File: config.mk
export PLATFORM = sky130hd
export DESIGN_NAME = length_prefixed_record_deframer_flat
export DESIGN_NICKNAME = d
export VERILOG_FILES = /design/src/lprd_pkg.sv /design/src/lprd_if.sv /design/src/length_prefixed_record_deframer.sv /design/src/flat_wrapper.sv
export SDC_FILE = /design/constraint.sdc
export NUM_CORES = 1
export LEC_CHECK = 0
export BUFFER_PORTS_ARGS = -buffer_cell sky130_fd_sc_hd__buf_2
export CAP_MARGIN = 20
export CELL_PAD_IN_SITES_DETAIL_PLACEMENT = 2
export CELL_PAD_IN_SITES_GLOBAL_PLACEMENT = 2
export CORE_UTILIZATION = 35
export DETAILED_ROUTE_END_ITERATION = 10
export PLACE_DENSITY_LB_ADDON = 0.1
export SYNTH_ARGS = -nofsm -noshare
export SYNTH_HDL_FRONTEND = slang
export SYNTH_SLANG_ARGS = --single-unit
File: constraint.sdc
create_clock -name clk -period 3.1 [get_ports clk]
set_input_delay 0.155 -clock clk [delete_from_list [all_inputs] [get_ports clk]]
set_output_delay 0.155 -clock clk [all_outputs]
set_load 0.02 [all_outputs]
File: src/lprd_pkg.sv
package lprd_pkg;

  localparam int unsigned HdrBytes = 4;
  localparam int unsigned HdrIdxW  = $clog2(HdrBytes);

  typedef enum logic [1:0] {
    PH_HEADER  = 2'd0,
    PH_PAYLOAD = 2'd1,
    PH_PADDING = 2'd2,
    PH_SKIP    = 2'd3
  } phase_t;

  typedef enum logic [2:0] {
    OC_CONT  = 3'd0,
    OC_OK    = 3'd1,
    OC_TRUNC = 3'd2,
    OC_ZERO  = 3'd3,
    OC_SKIP  = 3'd4
  } outcome_t;

endpackage

File: src/lprd_if.sv
interface lprd_in_if (input logic clk);
  logic       valid;
  logic       ready;
  logic [7:0] data_byte;
  logic       section_end;

  modport source (output valid, data_byte, section_end, input ready);
  modport sink (input valid, data_byte, section_end, output ready);
endinterface

interface lprd_out_if (input logic clk);
  logic        valid;
  logic        ready;
  logic [7:0]  payload_byte;
  logic        payload_valid;
  logic        record_first;
  logic        record_last;
  logic [31:0] record_offset;
  logic [2:0]  outcome;

  modport source (output valid, payload_byte, payload_valid, record_first, record_last,
                  record_offset, outcome, input ready);
  modport sink (input valid, payload_byte, payload_valid, record_first, record_last,
                record_offset, outcome, output ready);
endinterface

File: src/length_prefixed_record_deframer.sv
// the result for a byte is registered when the byte is accepted
// throughput: one byte per cycle unless rec_chan stalls; frame state updates per byte
// the result register is taken while a new byte is accepted, so stalls cost no bubble
// reset (rst, synchronous): frame state back to header phase at offset zero,
// result register emptied
module length_prefixed_record_deframer (
  input  logic                clk,
  input  logic                rst,
  lprd_in_if.sink             byte_chan,
  lprd_out_if.source          rec_chan
);

  lprd_pkg::phase_t                 phase, phase_next;
  logic [lprd_pkg::HdrIdxW-1:0]     hdr_seen, hdr_seen_next;
  logic [31:0]                      length_acc, length_acc_next;
  logic [31:0]                      remaining, remaining_next;
  logic [31:0]                      byte_position, byte_position_next;
  logic [31:0]                      record_start, record_start_next;
  logic                             hdr_nonzero, hdr_nonzero_next;

  logic                             accept;
  logic [7:0]                       b;
  logic                             last_in;
  logic                             new_hdr;
  logic [31:0]                      acc_base;
  logic [31:0]                      remaining_dec;

  logic [7:0]                       pbyte_next;
  logic                             pvalid_next, first_next, last_next;
  lprd_pkg::outcome_t               outcome_next;

  logic                             out_valid;
  logic [7:0]                       pbyte;
  logic                             pvalid, first, last;
  logic [31:0]                      offset;
  lprd_pkg::outcome_t               outcome;

  assign byte_chan.ready = !out_valid || rec_chan.ready;
  assign accept          = byte_chan.valid && byte_chan.ready;
  assign b               = byte_chan.data_byte;
  assign last_in         = byte_chan.section_end;
  assign new_hdr         = (hdr_seen == '0);
  assign acc_base        = new_hdr ? 32'd0 : length_acc;
  assign remaining_dec   = remaining - 32'd1;

  always_comb begin
    phase_next         = phase;
    hdr_seen_next      = hdr_seen;
    length_acc_next    = length_acc;
    remaining_next     = remaining;
    record_start_next  = record_start;
    hdr_nonzero_next   = hdr_nonzero;
    byte_position_next = byte_position + 32'd1;
    pbyte_next         = 8'd0;
    pvalid_next        = 1'b0;
    first_next         = 1'b0;
    last_next          = 1'b0;
    outcome_next       = lprd_pkg::OC_CONT;
    unique case (phase)
      lprd_pkg::PH_PAYLOAD: begin
        pvalid_next    = 1'b1;
        pbyte_next     = b;
        first_next     = (remaining == length_acc);
        remaining_next = remaining_dec;
        if (remaining_dec == 32'd0) begin
          last_next     = 1'b1;
          phase_next    = lprd_pkg::PH_HEADER;
          hdr_seen_next = '0;
          outcome_next  = last_in ? lprd_pkg::OC_OK : lprd_pkg::OC_CONT;
        end else begin
          outcome_next  = last_in ? lprd_pkg::OC_TRUNC : lprd_pkg::OC_CONT;
        end
      end
      lprd_pkg::PH_PADDING: begin
        if (b != 8'd0) begin
          outcome_next = lprd_pkg::OC_ZERO;
          phase_next   = lprd_pkg::PH_SKIP;
        end else begin
          outcome_next = last_in ? lprd_pkg::OC_OK : lprd_pkg::OC_CONT;
        end
      end
      lprd_pkg::PH_SKIP: begin
        outcome_next = lprd_pkg::OC_SKIP;
      end
      lprd_pkg::PH_HEADER: begin
        if (new_hdr) begin
          record_start_next = byte_position;
        end
        length_acc_next  = acc_base | ({24'd0, b} << {hdr_seen, 3'b000});
        hdr_nonzero_next = (!new_hdr && hdr_nonzero) || (b != 8'd0);
        // little-endian length: last header byte completes the record header
        if (hdr_seen != lprd_pkg::HdrIdxW'(lprd_pkg::HdrBytes - 1)) begin
          hdr_seen_next = hdr_seen + 1'b1;
          if (last_in) begin
            outcome_next = hdr_nonzero_next ? lprd_pkg::OC_TRUNC : lprd_pkg::OC_OK;
          end
        end else begin
          hdr_seen_next = '0;
          if (length_acc_next == 32'd0) begin
            phase_next   = lprd_pkg::PH_PADDING;
            outcome_next = last_in ? lprd_pkg::OC_OK : lprd_pkg::OC_CONT;
          end else if (last_in) begin
            outcome_next = lprd_pkg::OC_TRUNC;
          end else begin
            phase_next     = lprd_pkg::PH_PAYLOAD;
            remaining_next = length_acc_next;
          end
        end
      end
      default: begin
        phase_next = lprd_pkg::PH_HEADER;
      end
    endcase
  end

  always_ff @(posedge clk) begin
    if (rst) begin
      phase         <= lprd_pkg::PH_HEADER;
      hdr_seen      <= '0;
      length_acc    <= '0;
      remaining     <= '0;
      byte_position <= '0;
      record_start  <= '0;
      hdr_nonzero   <= 1'b0;
    end else if (accept) begin
      if (last_in) begin
        // section end: all frame state returns to its reset value
        phase         <= lprd_pkg::PH_HEADER;
        hdr_seen      <= '0;
        length_acc    <= '0;
        remaining     <= '0;
        byte_position <= '0;
        record_start  <= '0;
        hdr_nonzero   <= 1'b0;
      end else begin
        phase         <= phase_next;
        hdr_seen      <= hdr_seen_next;
        length_acc    <= length_acc_next;
        remaining     <= remaining_next;
        byte_position <= byte_position_next;
        record_start  <= record_start_next;
        hdr_nonzero   <= hdr_nonzero_next;
      end
    end
  end

  always_ff @(posedge clk) begin
    if (rst) begin
      out_valid <= 1'b0;
    end else if (accept) begin
      out_valid <= 1'b1;
    end else if (rec_chan.ready) begin
      out_valid <= 1'b0;
    end
  end

  always_ff @(posedge clk) begin
    if (accept) begin
      pbyte   <= pbyte_next;
      pvalid  <= pvalid_next;
      first   <= first_next;
      last    <= last_next;
      offset  <= record_start_next;
      outcome <= outcome_next;
    end
  end

  assign rec_chan.valid         = out_valid;
  assign rec_chan.payload_byte  = pbyte;
  assign rec_chan.payload_valid = pvalid;
  assign rec_chan.record_first  = first;
  assign rec_chan.record_last   = last;
  assign rec_chan.record_offset = offset;
  assign rec_chan.outcome       = outcome;

  a_end_clears: assert property (@(posedge clk) disable iff (rst)
    accept && last_in |=> phase == lprd_pkg::PH_HEADER && byte_position == 32'd0
                          && hdr_seen == '0)
    else $error("state not cleared after section end");

  a_payload_pending: assert property (@(posedge clk) disable iff (rst)
    phase == lprd_pkg::PH_PAYLOAD |-> remaining != 32'd0 && hdr_seen == '0)
    else $error("payload phase with nothing left or header in progress");

  a_no_bubble: assert property (@(posedge clk) disable iff (rst)
    !out_valid |-> byte_chan.ready)
    else $error("input stalled with empty result register");

  a_result_follows: assert property (@(posedge clk) disable iff (rst)
    accept |=> out_valid)
    else $error("accepted item produced no result");

  a_pos_advance: assert property (@(posedge clk) disable iff (rst)
    accept && !last_in |=> byte_position == $past(byte_position) + 32'd1)
    else $error("byte offset did not advance");

endmodule
File: src/flat_wrapper.sv
// flat-port wrapper written by rule: the top's interface ports become plain ports
module length_prefixed_record_deframer_flat 
  (clk, rst, byte_chan_valid, byte_chan_data_byte, byte_chan_section_end, byte_chan_ready, rec_chan_valid, rec_chan_payload_byte, rec_chan_payload_valid, rec_chan_record_first, rec_chan_record_last, rec_chan_record_offset, rec_chan_outcome, rec_chan_ready);
  lprd_in_if byte_chan_i (.clk(clk));
  lprd_out_if rec_chan_i (.clk(clk));
  input  logic clk;
  input  logic rst;
  input wire logic [$bits(byte_chan_i.valid)-1:0] byte_chan_valid;
  input wire logic [$bits(byte_chan_i.data_byte)-1:0] byte_chan_data_byte;
  input wire logic [$bits(byte_chan_i.section_end)-1:0] byte_chan_section_end;
  output wire logic [$bits(byte_chan_i.ready)-1:0] byte_chan_ready;
  output wire logic [$bits(rec_chan_i.valid)-1:0] rec_chan_valid;
  output wire logic [$bits(rec_chan_i.payload_byte)-1:0] rec_chan_payload_byte;
  output wire logic [$bits(rec_chan_i.payload_valid)-1:0] rec_chan_payload_valid;
  output wire logic [$bits(rec_chan_i.record_first)-1:0] rec_chan_record_first;
  output wire logic [$bits(rec_chan_i.record_last)-1:0] rec_chan_record_last;
  output wire logic [$bits(rec_chan_i.record_offset)-1:0] rec_chan_record_offset;
  output wire logic [$bits(rec_chan_i.outcome)-1:0] rec_chan_outcome;
  input wire logic [$bits(rec_chan_i.ready)-1:0] rec_chan_ready;
  assign byte_chan_i.valid = byte_chan_valid;
  assign byte_chan_i.data_byte = byte_chan_data_byte;
  assign byte_chan_i.section_end = byte_chan_section_end;
  assign byte_chan_ready = byte_chan_i.ready;
  assign rec_chan_valid = rec_chan_i.valid;
  assign rec_chan_payload_byte = rec_chan_i.payload_byte;
  assign rec_chan_payload_valid = rec_chan_i.payload_valid;
  assign rec_chan_record_first = rec_chan_i.record_first;
  assign rec_chan_record_last = rec_chan_i.record_last;
  assign rec_chan_record_offset = rec_chan_i.record_offset;
  assign rec_chan_outcome = rec_chan_i.outcome;
  assign rec_chan_i.ready = rec_chan_ready;
  length_prefixed_record_deframer u_core (.clk(clk), .rst(rst), .byte_chan(byte_chan_i), .rec_chan(rec_chan_i));
endmodule
Word level (Yosys, flattened, before mapping). Cells that the tools add are included.

Output and inout bits: 48. Bits in registers: 180.

Reduce and logical (&&, ||, !) cells: 19. Bitwise gates (word level): 1. Muxes and demuxes: 35. Shift-type cells: 1. Equality and inequality tests: 9. Add/sub/neg operators: 3.

Operators with widths (number): 32-bit two-way mux (10); 32-bit zero test (2); 32-bit one-hot mux with 2 select lines (1); 32-bit by 1-bit adder with 32-bit output, second input constant (1); 32-bit equality test (1); 32-bit OR (1); 8-bit by 5-bit << shifter with 32-bit output (1); 32-bit by 1-bit subtractor with 32-bit output, second input constant (1); 2-bit two-way mux (9); 3-bit two-way mux (5); 3-bit one-hot mux with 4 select lines (1); 8-bit nonzero test (1); 1-bit two-way mux (7); 3-bit by 2-bit != test with 1-bit output, second input constant (2); 3-bit != test, second input constant (2); 2-bit one-hot mux with 3 select lines (1); 5-bit AND reduction (1); 2-bit equality test, second input constant (2); 2-bit zero test (2); 2-bit one-hot mux with 2 select lines (1); 4-bit AND reduction (1); 2-bit nonzero test (2); 4-bit nonzero test (1); 3-bit AND reduction (1); other kinds (8) (11).

Depth between registers and ports, before layout.
Depth after elaboration: 8. Depth in mapped cells: 14. Mapped depth without buffers: 10.

Least setup slack after synthesis. OpenSTA, ideal clock, no wires.

Path kind: register to register. Start: register u_core.out_valid, in the netlist u_core.rec_chan.valid. End: register u_core.length_acc[10]. Cell stages (with the launch flop): 9. Arrival time: 3.256 ns. Required time: 2.972 ns. Period minus slack after synthesis: 3.383 ns. Library setup time: 0.128 ns. Buffers on the path: 2. Slack: -0.283 ns. Cell sequence: dfxtp_1 > nand2b_1 > nand2_1 > inv_1 > clkbuf_1 > nand2_1 > clkbuf_1 > a21oi_1 > nor2_1.

Word-level cells in the longest chain between the ends: 4.

RTL lines: start: declaration (line length_prefixed_record_deframer.sv:32) `logic out_valid;`; start signal: assignment (line length_prefixed_record_deframer.sv:149) `out_valid <= 1'b0;`; start signal: assignment (line length_prefixed_record_deframer.sv:151) `out_valid <= 1'b1;`; start signal: assignment (line length_prefixed_record_deframer.sv:153) `out_valid <= 1'b0;`; 1-bit zero test (line length_prefixed_record_deframer.sv:38) `assign byte_chan.ready = !out_valid || rec_chan.ready;`; 1-bit logical OR (line length_prefixed_record_deframer.sv:38); named net byte_chan_ready (line flat_wrapper.sv:11) `output wire logic [$bits(byte_chan_i.ready)-1:0] byte_chan_ready;`; 1-bit logical AND (line length_prefixed_record_deframer.sv:39) `assign accept = byte_chan.valid && byte_chan.ready;`; named net u_core.accept (line length_prefixed_record_deframer.sv:21) `logic accept;`; 2-bit AND reduction (no source line); end signal: assignment (line length_prefixed_record_deframer.sv:138) `length_acc <= length_acc_next;`; end: declaration (line length_prefixed_record_deframer.sv:15) `logic [31:0] length_acc, length_acc_next;`.

The timed path passes the listed nets, and every way through them passes these cells. A chain may end at the register's enable or synchronous reset.

Worst setup path after layout.
Start: register u_core.remaining[0]. End: register u_core.outcome[1], in the netlist u_core.rec_chan.outcome[1] (data pin).

Word-level cells in the longest chain between the ends: 4.

RTL lines: start: declaration (line length_prefixed_record_deframer.sv:16) `logic [31:0] remaining, remaining_next;`; start signal: assignment (line length_prefixed_record_deframer.sv:139) `remaining <= remaining_next;`; 32-bit by 1-bit subtractor with 32-bit output (line length_prefixed_record_deframer.sv:44) `assign remaining_dec = remaining - 32'd1;`; 32-bit zero test (line length_prefixed_record_deframer.sv:65) `if (remaining_dec == 32'd0) begin`; 3-bit two-way mux (line length_prefixed_record_deframer.sv:65); 3-bit one-hot mux with 4 select lines (line length_prefixed_record_deframer.sv:59) `unique case (phase)`; named net u_core.outcome_next[1] (line length_prefixed_record_deframer.sv:30) `lprd_pkg::outcome_t outcome_next;`; end signal: assignment (line length_prefixed_record_deframer.sv:164) `outcome <= outcome_next;`; end: declaration (line length_prefixed_record_deframer.sv:36) `lprd_pkg::outcome_t outcome;`.

The timed path passes the listed nets, and every way through them passes these cells.

==> reports/results.ini <==
[outcome]
outcome = finished, final reports clean

[power_and_ir_drop]
irDropWorstVdd_v = 0.000285
power.density_mw_per_mm2 = 503
power_leakage_uw = 0.00430

[timing]
setup_viol = 0
max_freq_ghz = 0.335
setup_ws_ns = 0.112
slew_viol_final = 0
finalClockSkew_ns = 0.0133
fin_crit_sh = 0.964
tns_ns = 0
slew_headroom = 0.459
rsz0062_at_grt = false
tightest_slew_ns = 0.808
min_period_ns = 2.99
finalHoldViolations = 0

[setup_path]
worstRegToRegCells = 11
critical_path.top_delay_family = simple AND/OR/NAND/NOR gates
crit_type = reg2reg
crit_path_end_kind = register
crit_cells = 11
cpMaxStageDelayCell = or4_4
cp_data_required_time_ns = 3.29
path_cells = inv_1 > ha_2 > or3b_4 > or4_4 > nand4bb_4 > xnor2_2 > and4_4 > a41oi_4 > buf_4 > a21oi_1 > o21bai_1
cpPeakStageDelay_ns = 0.50
cp_max_fo = 6
critPathBufInv = 2
crit_arrival_ns = 3.18
worstSetupStartpointType = register

[placement]
routabilityCongestion = 0.841
post-place-ws_ns = -0.133
portBuffers = 60
hpwlAfterDp_mm = 24.5

[finish]
layout_common_cells = nor2_1 (158), dfxtp_1 (134), buf_4 (104)
synthToLayoutAreaGrowth_pct = 22.0
nNetsFinal = 1122
drive_above_1_share = 0.237
mostFrequentLayoutCell = nor2_1
fill_cells = 2803
antenna_cells = 0

[floorplan]
core_region_area_mm2 = 0.0254
fp-row-count = 58
die_w_um = 163
start_util = 0.359
boundaryPins = 61
die_area_mm2 = 0.0267
fp.dieH_um = 163

[yosys]
ys_warn_count = 0
synth_edf_count = 46
syn_inst = 992
ys_top_cells_by_area = dfxtp_1 (29%), edfxtp_1 (15%), nor2_1 (6.6%)
synth_top_cell_area_share = 0.294
async_flop_share = 0
seq_area_frac_synth = 0.446
synth_area_per_cell_um2 = 9.19
syn_nets = 1014
ys.flop_type = dfxtp_1
ys_seq_elements = 180
syn_area_mm2 = 0.00912
yosysTopAreaCell = dfxtp_1
ys_types = 70

[detailed_routing]
vias = 8373
ant_nets = 0
wl_per_cell_um = 24.1
drt_pass1_iterations = 5
drc = 0
drt_wl_total_mm = 34.8
viasPerCell = 5.80
first_iter_violations = 523

[clock_tree]
cts.path.max_buffers = 2
cts_tree = yes
clock_latency_ns = 0.45
clkSlewWorstSetupHoldPaths_ns = 0.08
cts_made_buffers = 17
htree_levels = 4
root_buffer = clkbuf_16
cts.sink_count = 180

[grt]
grt_max_degree = 62
overflow = 0
antenna_found_initial = 0
grt_pass1_wl_mm = 53.4
grt_use_total = 0.267
grt_pass1_vias = 8992

[min_path]
min_path_cells = 3
hold_path_class = in2reg

[flow_run]
cap_violations = 0

## routing by layer
metal	GRT usage	wire, um
met1	0.325	15100
met2	0.468	17500
met3	0.0350	1110
met4	0.113	1110
met5	0	0
## per-stage QoR
stage	cell area, um2	power, uW	utilization	hold WS (ns)	instances
3_3_place_gp	10400	3310	0.408	0.406	1409
4_1_cts	11000	5610	0.434	0.0231	1442
5_1_grt	11100	5780	0.438	0.0429	1443
3_5_place_dp	10400	3320	0.408	0.411	1409
2_1_floorplan	9120	2980	-	0.284	992
6_report	11100	5600	0.438	0.0258	1443
## repair_timing
action | CTS | global route
setup endpoints to repair | 6 | 14
pin swaps | 1 | 3
hold endpoints to repair | 1 | 0
resized for setup | 7 | 15
buffers inserted | 0 | 1
hold buffers | 1 | 0
## registers in the layout, indices dropped and copies added, names as in the netlist
| register | cells |
|---|---|
| u_core.hdr_seen | 2 |
| u_core.byte_position | 32 |
| u_core.rec_chan.outcome | 3 |
| u_core.record_start | 32 |
| u_core.phase | 2 |
| u_core.rec_chan.valid | 1 |
| u_core.remaining | 32 |
| u_core.hdr_nonzero | 1 |
| u_core.rec_chan.payload_byte | 8 |
| u_core.length_acc | 32 |
| u_core.rec_chan.record_first | 1 |
| u_core.rec_chan.payload_valid | 1 |
| u_core.rec_chan.record_offset | 32 |
| u_core.rec_chan.record_last | 1 |
## path summary, 6_finish.rpt
path                      startpoint                         end  slack [ns]
max reg2reg      u_core.remaining[0]  u_core.rec_chan.outcome[1]        0.11
max              u_core.remaining[0]  u_core.rec_chan.outcome[1]        0.11
min                   rec_chan_ready       u_core.rec_chan.valid        0.03
min reg2reg  u_core.byte_position[9]     u_core.byte_position[9]        0.51
## cell families (layout without fill, tap and decap cells)
group	after synthesis	in the layout	share of synthesized area
adder cells (fa/ha/maj)	9	9	0.0124
AND/OR/NAND/NOR	363	363	0.197
AO/OA/AOI/OAI	217	217	0.174
flip-flops	180	180	0.446
XOR/XNOR	76	76	0.0730
buffers and inverters	102	223	0.0442
multiplexers	45	45	0.0537
## cell type report
class / instances / area [um2] / area share
flip-flops and latches: 180 / 4060 / 0.365
clock buffers: 18 / 439 / 0.0395
well taps: 330 / 413 / 0.0371
multi-input cells: 710 / 4780 / 0.430
repair buffers: 168 / 1160 / 0.104
inverters: 23 / 86.3 / 0.00776
clock inverters: 14 / 180 / 0.0162
## synth_stat cells, drive strengths merged, types with 8 or more instances
master	instances
nor2	160
dfxtp	134
clkbuf	69
a22oi	63
nand2	53
edfxtp	46
xnor2	45
a21oi	35
mux2	31
xor2	31
nor4	27
inv	23
nor3	22
o21ai	21
a22o	20
nand3	20
nand4	20
mux2i	14
a211oi	12
and3	11
and2	10
buf	10
ha	9
or3	9
o32ai	8
or4	8
## tightest hold or removal path: cells and delay by family
family	cells	cell delay, ns
AO/OA/AOI/OAI	1	0.07
buffers and inverters	1	0.07
AND/OR/NAND/NOR	1	0.13
## where the power goes
part / internal [uW] / switching, uW
sequential: 2450 / 25.0
combinational: 306 / 519
clock: 1120 / 1170
(Power assumes the default switching activity.)
